File: src/rtl/core/iet_pkg.sv
// Types, constants and codes of the ICMP echo tracker.
package iet_pkg;

  localparam int unsigned TABLE_DEPTH_DEF = 128;
  localparam int unsigned TIME_WIDTH_DEF  = 32;
  localparam int unsigned CNT_W           = 8;
  localparam int unsigned RTT_W           = 32;
  localparam int unsigned CFG_IDX_W       = 1;
  localparam int unsigned CFG_DATA_W      = 16;

  localparam logic [7:0]  ICMP_TYPE_ECHO_REQ = 8'd8;
  localparam logic [7:0]  ICMP_TYPE_ECHO_REP = 8'd0;
  localparam logic [7:0]  ICMP_CODE_ECHO     = 8'd0;
  localparam logic [15:0] ECHO_ID_RST        = 16'h0000;
  localparam logic [7:0]  PKT_LIMIT_RST      = 8'd12;

  typedef enum logic [1:0] {
    KIND_TICK  = 2'd0,
    KIND_SEND  = 2'd1,
    KIND_REPLY = 2'd2,
    KIND_RSVD  = 2'd3
  } in_kind_e;

  typedef enum logic [1:0] {
    RES_REQUEST  = 2'd0,
    RES_MATCH    = 2'd1,
    RES_OVERFLOW = 2'd2,
    RES_FOREIGN  = 2'd3
  } res_kind_e;

  typedef enum logic [CFG_IDX_W-1:0] {
    CFG_ECHO_ID   = 1'b0,
    CFG_PKT_LIMIT = 1'b1
  } cfg_idx_e;

  typedef struct packed {
    logic [1:0]  kind;
    logic [7:0]  msg_type;
    logic [15:0] msg_ident;
    logic [15:0] msg_seq;
  } iet_in_t;

  typedef struct packed {
    logic [1:0]       result_kind;
    logic [7:0]       out_type;
    logic [15:0]      out_ident;
    logic [15:0]      out_seq;
    logic [15:0]      out_checksum;
    logic [RTT_W-1:0] round_trip;
    logic [CNT_W-1:0] sent_total;
    logic [CNT_W-1:0] received_total;
  } iet_out_t;

  // controller -> datapath
  typedef struct packed {
    logic capture;
    logic commit;
  } iet_cmd_t;

  // datapath -> controller
  typedef struct packed {
    logic has_result;
    logic out_free;
  } iet_sts_t;

endpackage

File: src/rtl/core/iet_ctrl.sv
// Controller FSM of the echo tracker: capture, then execute and commit.
module iet_ctrl (
  input  logic              clk_i,
  input  logic              rst_ni,
  input  logic              in_valid_i,
  output logic              in_ready_o,
  input  iet_pkg::iet_sts_t sts_i,
  output iet_pkg::iet_cmd_t cmd_o
);
  import iet_pkg::*;

  typedef enum logic [1:0] {
    ST_IDLE = 2'b01,
    ST_EXEC = 2'b10
  } state_e;

  state_e state_q, state_d;

  always_comb begin
    state_d     = state_q;
    in_ready_o  = 1'b0;
    cmd_o       = '0;
    unique case (state_q)
      ST_IDLE: begin
        in_ready_o = 1'b1;
        if (in_valid_i) begin
          cmd_o.capture = 1'b1;
          state_d       = ST_EXEC;
        end
      end
      ST_EXEC: begin
        // hold while the output register is still occupied
        if (!sts_i.has_result || sts_i.out_free) begin
          cmd_o.commit = 1'b1;
          state_d      = ST_IDLE;
        end
      end
      default: state_d = ST_IDLE;
    endcase
  end

  always_ff @(posedge clk_i or negedge rst_ni) begin
    if (!rst_ni) begin
      state_q <= ST_IDLE;
    end else begin
      state_q <= state_d;
    end
  end

endmodule

File: src/rtl/core/iet_dp.sv
// Datapath of the echo tracker: config, counters, stamp table, checksum, output register.
module iet_dp #(
  parameter int unsigned TABLE_DEPTH = iet_pkg::TABLE_DEPTH_DEF,
  parameter int unsigned TIME_WIDTH  = iet_pkg::TIME_WIDTH_DEF
) (
  input  logic                              clk_i,
  input  logic                              rst_ni,
  input  iet_pkg::iet_in_t                  in_data_i,
  input  logic                              cfg_we_i,
  input  logic [iet_pkg::CFG_IDX_W-1:0]     cfg_idx_i,
  input  logic [iet_pkg::CFG_DATA_W-1:0]    cfg_data_i,
  input  iet_pkg::iet_cmd_t                 cmd_i,
  output iet_pkg::iet_sts_t                 sts_o,
  output logic                              out_valid_o,
  input  logic                              out_ready_i,
  output iet_pkg::iet_out_t                 out_data_o
);
  import iet_pkg::*;

  localparam int unsigned IDX_W = $clog2(TABLE_DEPTH);
  localparam logic [15:0] DEPTH_16 = 16'(TABLE_DEPTH);
  localparam logic [15:0] CHK_WORD0 = {ICMP_TYPE_ECHO_REQ, ICMP_CODE_ECHO};

  logic [15:0]           echo_id_q;
  logic [CNT_W-1:0]      limit_q;
  logic [TIME_WIDTH-1:0] time_q, time_d;
  logic [CNT_W-1:0]      sent_q, sent_d;
  logic [CNT_W-1:0]      recv_q, recv_d;
  iet_in_t               item_q;
  iet_out_t              out_q, res;
  logic                  out_valid_q;
  logic                  has_res;
  logic                  mem_we;
  logic                  send_ok;
  logic [17:0]           chk_sum;
  logic [16:0]           chk_fold1;
  logic [15:0]           chk_fold2;
  logic [TIME_WIDTH-1:0] rtt_full;

  logic [TIME_WIDTH-1:0] stamp_mem [TABLE_DEPTH];
  logic [TIME_WIDTH-1:0] stamp_rd_q;

  // stamp table: write on committed send, read on capture
  always_ff @(posedge clk_i) begin
    if (mem_we && cmd_i.commit) begin
      stamp_mem[IDX_W'(sent_q)] <= time_q;
    end
    if (cmd_i.capture) begin
      stamp_rd_q <= stamp_mem[IDX_W'(in_data_i.msg_seq)];
    end
  end

  assign send_ok = (sent_q < limit_q) && ({8'd0, sent_q} < DEPTH_16);

  // internet checksum of {type,code}, id, seq with end-around carry
  assign chk_sum   = 18'(CHK_WORD0) + 18'(echo_id_q) + 18'(sent_q);
  assign chk_fold1 = 17'(chk_sum[15:0]) + 17'(chk_sum[17:16]);
  assign chk_fold2 = chk_fold1[15:0] + 16'(chk_fold1[16]);

  assign rtt_full = time_q - stamp_rd_q;

  always_comb begin
    has_res            = 1'b0;
    mem_we             = 1'b0;
    time_d             = time_q;
    sent_d             = sent_q;
    recv_d             = recv_q;
    res                = '0;
    res.out_seq        = item_q.msg_seq;
    res.sent_total     = sent_q;
    res.received_total = recv_q;
    unique case (in_kind_e'(item_q.kind))
      KIND_TICK: begin
        time_d = time_q + TIME_WIDTH'(1);
      end
      KIND_SEND: begin
        if (send_ok) begin
          has_res          = 1'b1;
          mem_we           = 1'b1;
          sent_d           = sent_q + CNT_W'(1);
          res.result_kind  = RES_REQUEST;
          res.out_type     = ICMP_TYPE_ECHO_REQ;
          res.out_ident    = echo_id_q;
          res.out_seq      = 16'(sent_q);
          res.out_checksum = ~chk_fold2;
          res.sent_total   = sent_d;
        end
      end
      KIND_REPLY: begin
        if (recv_q < limit_q) begin
          has_res = 1'b1;
          if (item_q.msg_type != ICMP_TYPE_ECHO_REP || item_q.msg_ident != echo_id_q) begin
            res.result_kind = RES_FOREIGN;
          end else if (item_q.msg_seq >= DEPTH_16) begin
            res.result_kind = RES_OVERFLOW;
          end else begin
            recv_d             = recv_q + CNT_W'(1);
            res.result_kind    = RES_MATCH;
            res.round_trip     = RTT_W'(rtt_full);
            res.received_total = recv_d;
          end
        end
      end
      KIND_RSVD: begin
      end
      default: begin
      end
    endcase
  end

  assign sts_o.has_result = has_res;
  assign sts_o.out_free   = !out_valid_q || out_ready_i;

  always_ff @(posedge clk_i or negedge rst_ni) begin
    if (!rst_ni) begin
      echo_id_q   <= ECHO_ID_RST;
      limit_q     <= PKT_LIMIT_RST;
      time_q      <= '0;
      sent_q      <= '0;
      recv_q      <= '0;
      out_valid_q <= 1'b0;
    end else begin
      if (cfg_we_i) begin
        unique case (cfg_idx_e'(cfg_idx_i))
          CFG_ECHO_ID:   echo_id_q <= cfg_data_i;
          CFG_PKT_LIMIT: limit_q   <= cfg_data_i[CNT_W-1:0];
          default: begin
          end
        endcase
      end
      if (cmd_i.commit) begin
        time_q <= time_d;
        sent_q <= sent_d;
        recv_q <= recv_d;
      end
      if (cmd_i.commit && has_res) begin
        out_valid_q <= 1'b1;
      end else if (out_ready_i) begin
        out_valid_q <= 1'b0;
      end
    end
  end

  always_ff @(posedge clk_i) begin
    if (cmd_i.capture) begin
      item_q <= in_data_i;
    end
    if (cmd_i.commit && has_res) begin
      out_q <= res;
    end
  end

  assign out_valid_o = out_valid_q;
  assign out_data_o  = out_q;

endmodule

File: src/rtl/core/icmp_echo_tracker.sv
// Each input transaction is captured in the idle state, then executed and committed in the execute
// state (held while a result waits for the occupied output register); a new one is not accepted
// until the last has committed, as the registered stamp-table read must complete before that step.
// Reset (async, active low): time, counters and output valid clear, echo_id 0, limit 12;
// the stamp table is not cleared.
module icmp_echo_tracker #(
  parameter int unsigned TABLE_DEPTH = iet_pkg::TABLE_DEPTH_DEF,
  parameter int unsigned TIME_WIDTH  = iet_pkg::TIME_WIDTH_DEF
) (
  input  logic                           clk_i,
  input  logic                           rst_ni,
  input  logic                           in_valid_i,
  output logic                           in_ready_o,
  input  iet_pkg::iet_in_t               in_data_i,
  output logic                           out_valid_o,
  input  logic                           out_ready_i,
  output iet_pkg::iet_out_t              out_data_o,
  input  logic                           cfg_valid_i,
  output logic                           cfg_ready_o,
  input  logic [iet_pkg::CFG_IDX_W-1:0]  cfg_idx_i,
  input  logic [iet_pkg::CFG_DATA_W-1:0] cfg_data_i
);
  import iet_pkg::*;

  iet_cmd_t cmd;
  iet_sts_t sts;

  assign cfg_ready_o = 1'b1;

  iet_ctrl u_ctrl (
    .clk_i      (clk_i),
    .rst_ni     (rst_ni),
    .in_valid_i (in_valid_i),
    .in_ready_o (in_ready_o),
    .sts_i      (sts),
    .cmd_o      (cmd)
  );

  iet_dp #(
    .TABLE_DEPTH (TABLE_DEPTH),
    .TIME_WIDTH  (TIME_WIDTH)
  ) u_dp (
    .clk_i       (clk_i),
    .rst_ni      (rst_ni),
    .in_data_i   (in_data_i),
    .cfg_we_i    (cfg_valid_i && cfg_ready_o),
    .cfg_idx_i   (cfg_idx_i),
    .cfg_data_i  (cfg_data_i),
    .cmd_i       (cmd),
    .sts_o       (sts),
    .out_valid_o (out_valid_o),
    .out_ready_i (out_ready_i),
    .out_data_o  (out_data_o)
  );

endmodule

File: config.mk
export PLATFORM = sky130hd
export DESIGN_NAME = icmp_echo_tracker
export DESIGN_NICKNAME = d
export VERILOG_FILES = /design/src/rtl/core/iet_pkg.sv /design/src/rtl/core/iet_ctrl.sv /design/src/rtl/core/iet_dp.sv /design/src/rtl/core/icmp_echo_tracker.sv
export SDC_FILE = /design/constraint.sdc
export NUM_CORES = 2
export LEC_CHECK = 0
export BUFFER_PORTS_ARGS = -buffer_cell sky130_fd_sc_hd__buf_2
export CAP_MARGIN = 20
export CORE_MARGIN = 3
export CORE_UTILIZATION = 35
export DETAILED_ROUTE_END_ITERATION = 6
export GPL_ROUTABILITY_DRIVEN = 0
export PLACE_DENSITY = 0.52
export SETUP_SLACK_MARGIN = 0.2
export SLEW_MARGIN = 20
export SYNTH_ARGS = -nofsm -noshare
export SYNTH_HDL_FRONTEND = slang
export SYNTH_HIERARCHICAL = 1
export SYNTH_SLANG_ARGS = --single-unit
File: constraint.sdc
create_clock -name clk_i -period 12.7 [get_ports clk_i]
set_clock_uncertainty 0.15 [all_clocks]
set_input_delay 3.81 -clock clk_i [delete_from_list [all_inputs] [get_ports clk_i]]
set_output_delay 3.81 -clock clk_i [all_outputs]
set_load 0.05 [all_outputs]
## Word-level counts from Yosys, hierarchy flattened

Memory sizes are Yosys's and may differ from the RTL's. A register that Yosys moved wholly into a read port is not among the register bits.
Index checks and enable logic that the tools add are counted.

| word-level totals | value |
|---|---|
| register bits | 219 |
| bits in latches | 0 |
| RAM bits | 4,096 |
| memory bits (read-only) | 0 |
| input port bits | 64 |
| output and inout bits | 109 |
| memories kept | 1 |

Memory list:

| memory | depth | bits a word | rd ports | clocked after Yosys merged registers in | write ports | RTL line | source |
|---|---|---|---|---|---|---|---|
| u_dp.stamp_mem | 128 | 32 | 1 | 1 | 1 | iet_dp.sv:40 | `logic [TIME_WIDTH-1:0] stamp_mem [TABLE_DEPTH];` |

| operators by class | value |
|---|---|
| add/sub/neg operators | 8 |
| multiply operators | 0 |
| div/mod/pow operators | 0 |
| order comparisons | 4 |
| eq/ne operators | 7 |
| shift operators | 0 |
| multiplexer cells | 28 |
| bitwise logic cells | 4 |
| reductions and logical operators | 17 |

Operator list:

| operator | number |
|---|---|
| $mux W52 | 1 |
| $mux W8 | 6 |
| $add A32 B1 Y32 const B | 1 |
| $mux W32 | 1 |
| $sub A32 B32 Y32 | 1 |
| $add A18 B8 Y18 | 1 |
| $add A12 B16 Y17 const A | 1 |
| $add A16 B2 Y17 | 1 |
| $add A16 B1 Y16 | 1 |
| $add A8 B1 Y8 const B | 2 |
| $ge A16 B8 Y1 const B | 1 |
| $lt A8 B8 Y1 | 2 |
| $ne A16 B16 Y1 | 1 |
| $not A16 Y16 | 1 |
| $mux W1 | 12 |
| $mux W2 | 5 |
| $reduce_and A2 Y1 | 5 |
| $lt A8 B8 Y1 const B | 1 |
| $pmux W2 S2 | 2 |
| $reduce_bool A8 Y1 | 1 |
| $eq A2 B1 Y1 const B | 2 |
| $eq A2 B2 Y1 const B | 2 |
| $reduce_or A4 Y1 | 1 |
| $logic_and A1 B1 Y1 | 3 |
| 8 further kinds | 13 |

## Depth between registers and ports, before layout

| depth | value |
|---|---|
| depth after elaboration | 11 |
| mapped depth | 23 |
| mapped depth without buffers | 22 |

## Modules after synthesis

The synthesis kept the hierarchy.

Modules (own cells, without submodules):

| module | times used | cells an instance | area an instance (um^2) | seq. area each (um^2) |
|---|---|---|---|---|
| iet_dp | 1 | 7,004 | 167,879.8 | 130,022.2 |
| iet_ctrl | 1 | 10 | 101.3 | 51.3 |
| icmp_echo_tracker | 1 | 2 | 11.3 | 0.0 |

## Least setup slack after synthesis

Ideal clock, no wire load.

| timing path | value |
|---|---|
| kind | in2reg |
| from | in out_ready_i |
| to | mem u_dp/stamp_mem[88][0] in the netlist's numbering (enable) |
| library setup time | 0.461 ns |
| arrival time | 7.060 ns |
| setup slack | 5.029 ns |
| cell stages on the path | 6 |
| path buffers | 0 |
| path through | nand2b_1 -> nand2b_1 -> nor2b_1 -> nand2_1 -> or3_1 -> nor3_1 |

RTL lines:

| what | RTL line | source |
|---|---|---|
| start, declared | icmp_echo_tracker.sv:16 | `input logic out_ready_i,` |
| end, declared | iet_dp.sv:40 |  |

==> results_dict.tcl <==
set metrics [dict create \
    clock_latency_ns 1.01 \
    status "complete, no violations" \
    syn_inst 7016 \
    firstDrtPassIters 5 \
    cts_hold_buf 0 \
    p_per_area_nw_per_um2 154.4 \
    worstPathMaxFanout 99 \
    worst-slew-pin-transition_ns 1.181 \
    reg2reg_to "u_dp/out_data_o[60]" \
    cp-end-kind "register" \
    drc 0 \
    clk_path_buf_depth 4 \
    relSlewSlack_pct 21.26 \
    critical_path_class "primary input to register" \
    seq_power_share_pct 53.6 \
    layout_commonest_cell "edfxtp_1" \
    ctsResizeCount 0 \
    num_vias 80100 \
    dp_slack_ns 4.201 \
    synth-seq-area-share_pct 77.43 \
    drive_gt1_share_pct 33.24 \
    r2r_slack_ns 5.56 \
    p_clk_share_pct 43.1 \
    ys_ff_latch 4344 \
    fp.dieH_um 698.8 \
    ioPinCount 173 \
    share_comb_of_total_power_pct 3.3 \
    nNetsFinal 7646 \
    power_switching_mw 6.293 \
    syn_area_per_cell_um2 23.94 \
    yosys_warnings 6 \
    post-route-min-period_ns 7.433 \
    drt_iter0_markers 11270 \
    setup_tns_ns 0 \
    timing.final.crit_share_pct 58.53 \
    hp-class "register to register" \
    grt_pass1_vias 80560 \
    cts_buffers 444 \
    fin_util_pct 40.49 \
    leakagePower_nw 67.67 \
    synthesis.area_um2 168000 \
    layout_common_cells "edfxtp_1, mux4_2, clkbuf_16" \
    ant_nets 0 \
    post-dp-hpwl_um 265300 \
    wirelength_um 492400 \
    layout_setup_ws_ns 5.267 \
    grt-ovfl-total 0 \
    wl_per_cell_um 34.51 \
    htreeDepth 5 \
    rows 253 \
    hold_viol 0 \
    grt.total_usage_pct 19.83 \
    setup_viol 0 \
    die_x_um 698.8 \
    post_cts_buffers 0 \
    rsz0062_at_grt "false" \
    path_clk_slew_ns 0.06 \
    max-vdd-ir-drop_mv 0.1340 \
    synth_cell_types 72 \
    grt_max_degree 142 \
    p_sw_share_pct 21.12 \
    max_cap_viol_count 0 \
    async_reset_ff_share_pct 1.727 \
    grt_antenna_before_repair 54 \
    cp_data_required_time_ns 13.24 \
    fmax_mhz 134.5 \
    whs_path_depth 1 \
    io_buffers 164 \
    synth-main-ff-cell "edfxtp_1" \
    clock-sinks 4344 \
    vias_per_cell 5.614 \
    grt_pass1_wl_um 674300 \
    crit_arrival_ns 7.97 \
    reg2reg_from "u_dp/sent_q[1]" \
    die-area_um2 488300 \
    cts_root_buffer "clkbuf_16" \
    crit_path_start_kind "primary input" \
    initial_core_util_pct 35.26 \
    reg2reg_depth 21 \
    syn_to_final_growth_pct 14.82 \
    synth_edf_count 4269 \
    cts_tree "done" \
    min-delay-start "u_dp/limit_q[4]" \
    power.internal_mw 23.50 \
    drv_slew 0 \
    num-fill-cells 41310 \
    hold_path_end "u_dp/limit_q[4]" \
    core_um2 476400 \
]
routing by layer:
| layer | vias to the layer above | global-route usage (%) | part of all wire [%] |
|---|---|---|---|
| li1 | 31110 | - | - |
| met1 | 44580 | 28.39 | 41 |
| met4 | 18 | 4.256 | 2.2 |
| met2 | 3794 | 32.00 | 48 |
| met5 | - | 0 | 0.026 |
| met3 | 596 | 3.357 | 8.6 |
power by group through the flow:
stage | clock network (mW) | registers [mW] | logic (mW)
6_report | 12.8 | 16.0 | 0.987
5_1_grt | 13.6 | 16.0 | 1.05
4_1_cts | 13.1 | 16.0 | 0.996
3_5_place_dp | 0 | 16.3 | 0.994
3_3_place_gp | 0 | 16.3 | 0.978
2_1_floorplan | 0 | 16.3 | 0.585
flip-flops by register name, indices dropped and copies added (netlist names), 8 cells and up:
register and flops:
u_dp/out_data_o 99, u_dp/stamp_rd_q 32, u_dp/limit_q 8, u_dp/time_q 32
u_dp/echo_id_q 16, u_dp/sent_q 8, u_dp/stamp_mem 4096, u_dp/recv_q 8
u_dp/item_q 42
cells in the mapped netlist, types with 16 or more instances:
master    number  area share [%]
a21o_1        22           0.098
a21oi_1       45            0.13
and2_1        28            0.10
and3_1        16           0.060
buf_1         57            0.13
buf_2         38            0.11
clkbuf_1     249            0.56
dfrtp_1       72             1.1
edfxtp_1    4269              76
ha_1          63            0.47
inv_1         63            0.14
mux2_2        59            0.40
mux4_2      1344              18
nand2_1       88            0.20
nand2b_1      17           0.063
nand3_1       35            0.10
nand4_1       20           0.074
nor2_1       214            0.48
nor3_1        29           0.086
o21ai_0       22           0.066
xnor2_1       75            0.39
xor2_1        48            0.25
layout make-up:
| cell class | instances | area (um2) | share of cell area (%) |
|---|---|---|---|
| Tap cell | 6375 | 7976 | 4.135 |
| Multi-Input combinational cell | 2262 | 37300 | 19.34 |
| Sequential cell | 4344 | 130200 | 67.50 |
| Clock inverter | 269 | 2551 | 1.323 |
| Timing Repair Buffer | 402 | 2947 | 1.528 |
| Antenna cell | 15 | 37.54 | 0.01946 |
| Inverter | 63 | 239.0 | 0.1239 |
| Clock buffer | 539 | 11650 | 6.038 |
stage by stage:
stage	total power [mW]	hold slack (ns)	area (um2)	instances
2_1_floorplan	16.84	0.3294	168000	7022
3_3_place_gp	17.24	0.3309	178600	13440
5_1_grt	30.67	0.3851	192900	14260
3_5_place_dp	17.27	0.3483	178600	13440
6_report	29.79	0.3641	192900	14270
4_1_cts	30.05	0.3662	192800	14250
worst max path at each step:
stage                      start                     to  slack [ns]  cells after the start
floorplan            out_ready_i  u_dp/stamp_mem[88][0]        5.03                      6
global placement    in_data_i[0]    u_dp/stamp_rd_q[11]        4.24                      7
detailed placement  in_data_i[0]     u_dp/stamp_rd_q[5]        4.20                      7
CTS                 in_data_i[0]     u_dp/stamp_rd_q[5]        5.24                      7
global route        in_data_i[0]     u_dp/stamp_rd_q[5]        4.99                      7
finish              in_data_i[0]     u_dp/stamp_rd_q[5]        5.27                      7
worst max-delay path: stages:
cell	delay, ns
buf_12	0.54
buf_12	0.73
buf_4	0.68
mux4_2	0.60
mux4_2	0.50
mux4_2	0.54
mux2_2	0.30
logic make-up (layout without fill, tap and decap cells):
logic type / after synthesis / after routing / synth area share (%)
flops: 4344 / 4344 / 77.43
mux: 1403 / 1403 / 18.41
simple gates: 506 / 506 / 1.426
buf+inv: 416 / 1273 / 0.9779
compound gates: 157 / 157 / 0.6152
xor+xnor: 123 / 123 / 0.6413
fa+ha+maj: 65 / 65 / 0.4931
other cells: 2 / 23 / 0.004470
Power figures use the tool's default switching activity.
